[src/rtl/core/stb_pkg.sv]
package stb_pkg;

  localparam int CHANNELS_DEF = 8;
  localparam int CHANNELS_MAX = 32;
  localparam int OP_W         = 3;
  localparam int CH_W         = 3;
  localparam int PERIOD_W     = 16;
  localparam int MASK_W       = 8;

  typedef enum logic [OP_W-1:0] {
    OP_TICK    = 3'd0,
    OP_INSTALL = 3'd1,
    OP_OPEN    = 3'd2,
    OP_CLOSE   = 3'd3,
    OP_FREE    = 3'd4
  } op_t;

  typedef enum logic [1:0] {
    ST_IDLE,
    ST_EXEC,
    ST_RD,
    ST_UPD
  } state_t;

  typedef struct packed {
    logic                fire;
    logic [PERIOD_W-1:0] count;
  } stb_alu_res_t;

endpackage

[src/rtl/core/stb_alu.sv]
module stb_alu (
  input  logic [stb_pkg::PERIOD_W-1:0] count,
  input  logic [stb_pkg::PERIOD_W-1:0] period,
  output stb_pkg::stb_alu_res_t        res
);
  import stb_pkg::*;

  always_comb begin
    res.fire  = (count == period);
    res.count = res.fire ? '0 : count + PERIOD_W'(1);
  end

endmodule

[src/rtl/core/stb_mem.sv]
module stb_mem #(
  parameter int CHANNELS = stb_pkg::CHANNELS_DEF,
  parameter int IDX_W    = (CHANNELS > 1) ? $clog2(CHANNELS) : 1
) (
  input  logic                         clk,
  input  logic [IDX_W-1:0]             addr,
  input  logic                         we_period,
  input  logic                         we_count,
  input  logic [stb_pkg::PERIOD_W-1:0] wr_period,
  input  logic [stb_pkg::PERIOD_W-1:0] wr_count,
  output logic [stb_pkg::PERIOD_W-1:0] rd_period,
  output logic [stb_pkg::PERIOD_W-1:0] rd_count
);
  import stb_pkg::*;

  logic [PERIOD_W-1:0] period_mem [CHANNELS];
  logic [PERIOD_W-1:0] count_mem  [CHANNELS];
  logic [PERIOD_W-1:0] rd_period_r;
  logic [PERIOD_W-1:0] rd_count_r;

  always_ff @(posedge clk) begin
    if (we_period) begin
      period_mem[addr] <= wr_period;
    end
    if (we_count) begin
      count_mem[addr] <= wr_count;
    end
    rd_period_r <= period_mem[addr];
    rd_count_r  <= count_mem[addr];
  end

  assign rd_period = rd_period_r;
  assign rd_count  = rd_count_r;

endmodule

[src/rtl/core/soft_timer_bank.sv]
// Bank of periodic timer channels driven by command beats.
// A command beat (in_op, in_channel, in_period) is taken at a rising edge where
// start is high and busy is low. Every command gives exactly one result beat:
// out_fired_mask is valid for the single cycle in which out_valid is high.
// Install, open, close and free act on one channel, and their
// result, always zero, is set in the EXEC state and registered into out_valid.
// A tick walks all channels through one shared compare and increment unit,
// with a registered table read (RD) and a write back (UPD) per channel, and
// its result is registered into out_valid after the last write back.
// Busy is high from the cycle after a command is taken until its result is
// shown; a new command may be taken in the cycle its result is shown.
// The receiver cannot stall, so every result is delivered when it is shown.
// Reset marks all channels free and stopped and clears the sequencer.
// The period and count tables are not cleared: a tick reads every entry but
// writes and flags only installed, running channels; install writes both.
module soft_timer_bank #(
  parameter int CHANNELS = stb_pkg::CHANNELS_DEF
) (
  input  logic                         clk,
  input  logic                         rst_n,
  input  logic                         start,
  output logic                         busy,
  input  logic [stb_pkg::OP_W-1:0]     in_op,
  input  logic [stb_pkg::CH_W-1:0]     in_channel,
  input  logic [stb_pkg::PERIOD_W-1:0] in_period,
  output logic                         out_valid,
  output logic [stb_pkg::MASK_W-1:0]   out_fired_mask
);
  import stb_pkg::*;

  localparam int IDX_W = (CHANNELS > 1) ? $clog2(CHANNELS) : 1;

  state_t              state_r, state_nxt;
  logic [OP_W-1:0]     op_r;
  logic [CH_W-1:0]     ch_r;
  logic [PERIOD_W-1:0] period_r;
  logic [IDX_W-1:0]    idx_r, idx_nxt;
  logic [MASK_W-1:0]   mask_r, mask_nxt;
  logic [CHANNELS-1:0] alloc_r, alloc_nxt;
  logic [CHANNELS-1:0] run_r, run_nxt;
  logic                out_valid_r, out_valid_nxt;
  logic [MASK_W-1:0]   out_mask_r, out_mask_nxt;

  logic [IDX_W-1:0]    mem_addr;
  logic                we_period, we_count;
  logic [PERIOD_W-1:0] wr_count;
  logic [PERIOD_W-1:0] rd_period, rd_count;
  stb_alu_res_t        alu_res;

  logic                accept;
  logic                ch_ok;
  logic [IDX_W-1:0]    ch_idx;
  logic                active;

  assign accept = start && !busy;
  assign busy   = (state_r != ST_IDLE) || !rst_n;
  assign ch_ok  = (int'(ch_r) < CHANNELS);
  assign ch_idx = IDX_W'(ch_r);
  assign active = alloc_r[idx_r] && run_r[idx_r];

  stb_mem #(
    .CHANNELS (CHANNELS),
    .IDX_W    (IDX_W)
  ) u_mem (
    .clk       (clk),
    .addr      (mem_addr),
    .we_period (we_period),
    .we_count  (we_count),
    .wr_period (period_r),
    .wr_count  (wr_count),
    .rd_period (rd_period),
    .rd_count  (rd_count)
  );

  stb_alu u_alu (
    .count  (rd_count),
    .period (rd_period),
    .res    (alu_res)
  );

  always_ff @(posedge clk) begin
    if (!rst_n) begin
      state_r     <= ST_IDLE;
      alloc_r     <= '0;
      run_r       <= '0;
      out_valid_r <= 1'b0;
      idx_r       <= '0;
      mask_r      <= '0;
    end else begin
      state_r     <= state_nxt;
      alloc_r     <= alloc_nxt;
      run_r       <= run_nxt;
      out_valid_r <= out_valid_nxt;
      idx_r       <= idx_nxt;
      mask_r      <= mask_nxt;
    end
  end

  always_ff @(posedge clk) begin
    out_mask_r <= out_mask_nxt;
    if (accept) begin
      op_r     <= in_op;
      ch_r     <= in_channel;
      period_r <= in_period;
    end
  end

  always_comb begin
    state_nxt     = state_r;
    alloc_nxt     = alloc_r;
    run_nxt       = run_r;
    idx_nxt       = idx_r;
    mask_nxt      = mask_r;
    out_valid_nxt = 1'b0;
    out_mask_nxt  = out_mask_r;
    mem_addr      = idx_r;
    we_period     = 1'b0;
    we_count      = 1'b0;
    wr_count      = '0;

    unique case (state_r)
      ST_IDLE: begin
        if (accept) begin
          idx_nxt   = '0;
          mask_nxt  = '0;
          state_nxt = (in_op == OP_TICK) ? ST_RD : ST_EXEC;
        end
      end
      ST_EXEC: begin
        mem_addr = ch_idx;
        if (ch_ok) begin
          unique case (op_r)
            OP_INSTALL: begin
              if (!alloc_r[ch_idx]) begin
                we_period         = 1'b1;
                we_count          = 1'b1;
                alloc_nxt[ch_idx] = 1'b1;
                run_nxt[ch_idx]   = 1'b1;
              end
            end
            OP_OPEN:  run_nxt[ch_idx]   = 1'b1;
            OP_CLOSE: run_nxt[ch_idx]   = 1'b0;
            OP_FREE:  alloc_nxt[ch_idx] = 1'b0;
            default: ;
          endcase
        end
        out_valid_nxt = 1'b1;
        out_mask_nxt  = '0;
        state_nxt     = ST_IDLE;
      end
      ST_RD: begin
        state_nxt = ST_UPD;
      end
      ST_UPD: begin
        wr_count = alu_res.count;
        if (active) begin
          we_count = 1'b1;
          if (alu_res.fire && (int'(idx_r) < MASK_W)) begin
            mask_nxt[3'(idx_r)] = 1'b1;
          end
        end
        if (idx_r == IDX_W'(CHANNELS - 1)) begin
          out_valid_nxt = 1'b1;
          out_mask_nxt  = mask_nxt;
          state_nxt     = ST_IDLE;
        end else begin
          idx_nxt   = idx_r + IDX_W'(1);
          state_nxt = ST_RD;
        end
      end
      default: state_nxt = ST_IDLE;
    endcase
  end

  assign out_valid      = out_valid_r;
  assign out_fired_mask = out_mask_r;

`ifndef SYNTHESIS
  a_accept_busy: assert property (@(posedge clk) disable iff (!rst_n)
    accept |=> busy)
    else $error("busy did not rise after a command beat was taken");

  a_result_src: assert property (@(posedge clk) disable iff (!rst_n)
    out_valid |-> ($past(state_r) == ST_EXEC || $past(state_r) == ST_UPD))
    else $error("result beat without a finishing sequencer step");

  a_nontick_zero: assert property (@(posedge clk) disable iff (!rst_n)
    (out_valid && op_r != OP_TICK) |-> (out_fired_mask == '0))
    else $error("non-tick command reported fired channels");

  a_result_idle: assert property (@(posedge clk) disable iff (!rst_n)
    out_valid |-> !busy)
    else $error("result beat shown while the sequencer is still busy");
`endif

endmodule
[config.mk]
export PLATFORM = sky130hd
export DESIGN_NAME = soft_timer_bank
export DESIGN_NICKNAME = d
export VERILOG_FILES = /design/src/rtl/core/stb_pkg.sv /design/src/rtl/core/stb_alu.sv /design/src/rtl/core/stb_mem.sv /design/src/rtl/core/soft_timer_bank.sv
export SDC_FILE = /design/constraint.sdc
export NUM_CORES = 1
export LEC_CHECK = 0
export ABC_AREA = 1
export BUFFER_PORTS_ARGS = -buffer_cell sky130_fd_sc_hd__buf_2
export CAP_MARGIN = 5
export CORE_MARGIN = 2
export CORE_UTILIZATION = 58
export CTS_CLUSTER_SIZE = 40
export DETAILED_ROUTE_END_ITERATION = 10
export GPL_TIMING_DRIVEN = 1
export PLACE_DENSITY = 0.86
export REMOVE_ABC_BUFFERS = 1
export SLEW_MARGIN = 20
export SYNTH_ARGS = -nofsm -noshare
export SYNTH_HDL_FRONTEND = slang
export SYNTH_HIERARCHICAL = 1
export SYNTH_SLANG_ARGS = --single-unit
[constraint.sdc]
create_clock -name clk -period 2.64 [get_ports clk]
set_input_delay 0.264 -clock clk [delete_from_list [all_inputs] [get_ports clk]]
set_output_delay 0.264 -clock clk [all_outputs]
set_load 0.02 [all_outputs]
Yosys cells after proc, flatten, opt, wreduce, memory -nomap -nowiden
Memories as Yosys holds them, arrays and structs flattened. A register that Yosys moved wholly into a read port is not among the register bits.
Index checks and enable logic that the tools add are counted.
- bits in writable memories: 256
- memories kept: 2
- bits in registers: 60
- output and inout port bits: 10
- $add $sub $neg: 2
- bitwise operators: 6
- reduce and logical (&&, ||, !) cells: 19
- $lt $le $gt $ge: 4
- muxes and demuxes: 41
- equality and inequality tests: 13
- memory list (name ; words ; width ; read ports ; clocked after memory_dff ; write ports ; line ; source):
    u_mem.count_mem ; 8 ; 16 ; 1 ; 1 ; 1 ; stb_mem.sv:17 ; logic [PERIOD_W-1:0] count_mem [CHANNELS];
    u_mem.period_mem ; 8 ; 16 ; 1 ; 1 ; 1 ; stb_mem.sv:16 ; logic [PERIOD_W-1:0] period_mem [CHANNELS];
- operators by type and width (operator ; number):
    two-way mux 8 bit ; 6
    one-hot mux 8 bit (2 select lines) ; 3
    two-way mux 16 bit ; 2
    OR 8 bit ; 3
    one-hot mux 8 bit (3 select lines) ; 1
    adder 16 x 1 -> 16 bit, second input constant ; 1
    AND 8 bit ; 2
    == test 16 bit ; 1
    two-way mux 1 bit ; 14
    binary-select mux 1 bit (select 3 bit) ; 3
    two-way mux 3 bit ; 3
    AND reduction 3 bit ; 3
    less-than comparator 3 x 4 -> 1 bit, second input constant ; 2
    inequality test 2 bit, second input constant ; 4
    inverter 8 bit ; 1
    one-hot mux 2 bit (4 select lines) ; 1
    nonzero test 2 bit ; 4
    demux 1 bit (select 3 bit) ; 2
    == test 3 x 2 -> 1 bit, second input constant ; 2
    == test 3 bit, second input constant ; 2
    greater-or-equal comparator 3 x 1 -> 1 bit, second input constant ; 2
    two-way mux 2 bit ; 3
    one-hot mux 3 bit (2 select lines) ; 1
    == test 2 bit, second input constant ; 2
    other kinds (11) ; 17

Logic depth before layout (Yosys ltp)
- word-level depth: 9
- gate-level depth with buffers: 14
- mapped depth without buffers: 13

Modules after synthesis
The synthesis kept the hierarchy.
- modules (own cells, without submodules) (module ; instances ; cells an instance ; sequential area each (um2) ; area an instance (um2)):
    stb_mem ; 1 ; 1040 ; 8328.0 ; 11288.3
    soft_timer_bank ; 1 ; 402 ; 1501.4 ; 3047.9
    stb_alu ; 1 ; 172 ; 0.0 ; 799.5

Least setup slack after synthesis
No wires, ideal clock.
- path kind: register -> register
- start point: register idx_r[0]
- end point: memory u_mem.count_mem[7][0] (enable)
- arrival time: 1.954 ns
- slack: 0.297 ns
- buffers on the path: 4
- cell stages (with the launch flop): 9
- data required time: 2.252 ns
- cells stage by stage: dfxtp_1 > inv_1 > buf_2 > o21ai_0 > buf_4 > buf_6 > buf_2 > nand3_1 > nor2_1
- elaborated cells between the ends (all ways): 10
- RTL lines (element ; line ; source):
    start: declaration ; soft_timer_bank.sv:37 ; logic [IDX_W-1:0] idx_r, idx_nxt;
    start signal: assignment ; soft_timer_bank.sv:94 ; idx_r <= idx_nxt;
    two-way mux 3 bit ; soft_timer_bank.sv:121 ; unique case (state_r)
    named net mem_addr[0] ; soft_timer_bank.sv:44 ; logic [IDX_W-1:0] mem_addr;
    end: declaration ; stb_mem.sv:17 ;
The timed path passes the listed nets, and every way through them passes these cells. The select of a mux whose other input is x is not followed.

Worst setup path after layout
- start point: register idx_r[2]
- end point: memory u_mem.count_mem[0][9] (enable)
- longest elaborated chain between the ends: 7
- elaborated cells between the ends (all ways): 10
- RTL lines (element ; line ; source):
    binary-select mux 1 bit (select 3 bit) ; soft_timer_bank.sv:59 ; assign active = alloc_r[idx_r] && run_r[idx_r];
    two-way mux 1 bit (implied by the code) ; soft_timer_bank.sv:59 ;
    logical AND 1 bit (*) ; soft_timer_bank.sv:59 ;
    two-way mux 1 bit (*) ; soft_timer_bank.sv:156 ; if (active) begin
    one-hot mux 1 bit (2 select lines) (*) ; soft_timer_bank.sv:121 ;
    named net we_count ; soft_timer_bank.sv:45 ; logic we_period, we_count;
    two-way mux 1 bit (*) ; stb_mem.sv:25 ; if (we_count) begin
    two-way mux 1 bit (implied by the code) (*) ; stb_mem.sv:26 ; count_mem[addr] <= wr_count;
The timed path passes the listed nets; every way through them passes the cells marked *. The select of a mux whose other input is x is not followed.

==> impl_results.md <==
- Reg clk slew, reported paths: 0.06 ns
- Period utilization: 0.900
- Die ar.: 27,400 sq um
- Reg2Reg Setup Slack: about 0.27 ns
- Peak Freq: 421 MHz
- Max_cap viols: 0
- Syn_area_per_cell: 9.38 sq um
- Worst-Margin Slew: 0.709 ns
- Initial core utilization: 0.586
- Post-synth EDFFs: 286
- Top cells by area, synth: edfxtp_1, nand2_1, dfxtp_1, inv_1, nor2_1
- Area leader, netlist: edfxtp_1
- Sequential share of the synthesized area: 0.649
- Power Dens Cells: 765 nW/um^2
- FILL cells: 1,793
- Most frequent cells after synthesis: nand2_1, edfxtp_1, inv_1
- Static leakage: around 7.3 nW
- Hpwl dp: 20,900 um
- Gr usage total: 0.262
- Final non-filler cell area: around 17,000 sq um
- Clock skew: between 0.02 and 0.025 ns
- Logic pwr share: 0.151
- Tot Pwr: 0.0130 W
- First-pass GRT wire length: around 55,000 um
- Wire per inst: between 15 and 20 um
- Layout area overhead: 12.3%
- Final wirelength: 34,800 um
- Initial antenna violation count: 1
- CP Data Required Time: 2.85 ns
- Die width: 166 um
- CP Class: flop to flop
- Psw: 0.00361 W
- Int Pwr: 0.00939 W
- CTS Buf Count: 35
- DR iter-0 viols: 1,172
- Warnings, synthesis: 6
- Pre-antenna DRT Iters: 5
- Top_reg_cell synth: edfxtp_1
- Clk_lat worst skew: around 0.53 ns
- Routed Antenna Nets: 0
- Largest net degree at the start of global routing: between 60 and 70
- Clk pwr share: 0.362
- Number of nets in the layout: 1,717
- IO Port Bufs: 34
- Max Root-Sink Buffers: 3
- Crit-path max FO: 16
- I/O pins: 35
- Vias in the first global route: 11,000
- H-tree depth: 2
- CP arrival: 2.58 ns
- Switch share: 0.278
- Vias: 11,100
- Worst vdd ir: around 0.61 mV
- Critical Path Start Type: flop
- Clock root buffer: clkbuf_16
- Endpoints failing setup: 0
- Endpoint class of the critical path: flop
- CTS resizes: 0
- Top-count cell post-synth: nand2_1
- Clk sinks: 348
- Placeable Area: approximately 26,000 sq um
- Sequential power share: 0.486
- Share of the synthesized area in the top cell type: 0.567
- Max-slew violations: 0
- Hold Fails Final Rpt: 0
- Mapped Area: between 15,000 and 20,000 sq um
- Std-Cell Rows: approximately 60
- Run status: complete, no violations
- GP Congestion: 0.900
- Slew HR: 0.527
- Area after DPL: 15,700 sq um
- Cells after Synth: between 1,500 and 2,000
- Setup TNS: 0 ns
- Die Y: 166 um
- Fraction of registers with async set/reset: 0
- Vias per cell: approximately 5.4
- DRC errors left: 0
- Worst hold path class: input pin to flop
- Fraction of layout cells with a size suffix above 1: 0.0945
- Yosys cell types: 35
- Grt total ovfl: 0
- RSZ-0062 raised after global routing: false
- Tmin final: 2.37 ns
- Antenna fix cells: 0
- Synth Register Bits: 348
- CTS tree: done
==> critical path, stage by stage, from the launching register on <==
cell	delay, ns
dfxtp_1	0.40
inv_1	0.10
nor2_1	0.25
o211ai_1	0.14
nand4_1	0.29
nand2_1	0.10
nand2_1	0.06
inv_1	0.15
nor2_1	0.28
buf_4	0.30
==> cells in the final DEF, fill, tap and decap left out, types with 13 or more instances in the layout <==
cell type and count:
buf_2 34, dlygate4sd3_1 22, nand3_1 52, dfxtp_1 62
nand4_1 13, nor2_1 103, edfxtp_1 286, nand2_1 846
a21oi_1 19, clkbuf_16 36, buf_4 48, inv_1 109
==> layer usage <==
layer	GRT usage	vias up	routed length [um]
li1	-	5287	-
met1	0.317	5164	12800
met2	0.456	551	17700
met3	0.0450	139	2700
met4	0.125	2	1540
met5	0	-	13
==> power by group through the flow <==
stage	Combinational, W	Sequential, W	Clock [W]
final	0.00197	0.00633	0.00471
after global routing	0.00220	0.00635	0.00497
after CTS	0.00193	0.00632	0.00473
after detailed placement	0.00187	0.00643	0
after global placement	0.00179	0.00643	0
after floorplan	0.00147	0.00638	0
==> final cells by class <==
cell class / instances / area (sq um) / share of cell area
multi-input cells: 1083 / 4460 / 0.262
inverters: 117 / 447 / 0.0263
clock inverters: 13 / 114 / 0.00670
repair buffers: 104 / 751 / 0.0442
well taps: 335 / 419 / 0.0247
clock buffers: 50 / 973 / 0.0573
flip-flops and latches: 348 / 9830 / 0.578
==> path summary, 6_finish.rpt <==
check                start               endpoint  depth (start not counted)
hold / removal       start             state_r[0]                          3
setup / recovery  idx_r[2]  u_mem/count_mem[0][9]                          9
setup reg to reg  idx_r[2]  u_mem/count_mem[0][9]                          9
hold reg to reg       flop                   flop                          4
==> sequential cells by signal, summed over array words and instances (netlist names), named ones only <==
name and cells:
u_mem/period_mem 128, idx_r 3, out_valid 1, u_mem/rd_period 16, ch_idx 3, u_mem/rd_count 16, out_fired_mask 8, op_r 3
period_r 16, mask_r 8, u_mem/count_mem 128, state_r 2
==> timing repair <==
item | CTS | global route
hold buffers | 22 | 0
hold endpoints to repair | 22 | 0
setup buffers | 0 | 0
==> stage by stage <==
stage	setup slack (ns)	std cells	hold slack, ns	util
global route	0.0875	2050	0.159	0.658
global placement	0.454	1965	0.440	0.607
floorplan	-8.45	1548	0.362	-
CTS	0.330	2050	0.0939	0.658
detailed placement	0.313	1965	0.442	0.607
finish	0.265	2050	0.111	0.658
==> kinds of logic after synthesis <==
kind of cell,Yosys count,synth area share
flip-flops,348,0.649
AND/OR/NAND/NOR,1035,0.271
XOR/XNOR,9,0.00521
adder cells (fa/ha/maj),3,0.00248
AO/OA/AOI/OAI,36,0.0145
buffers and inverters,183,0.0578
No activity file was read; power rests on OpenSTA's default activity.
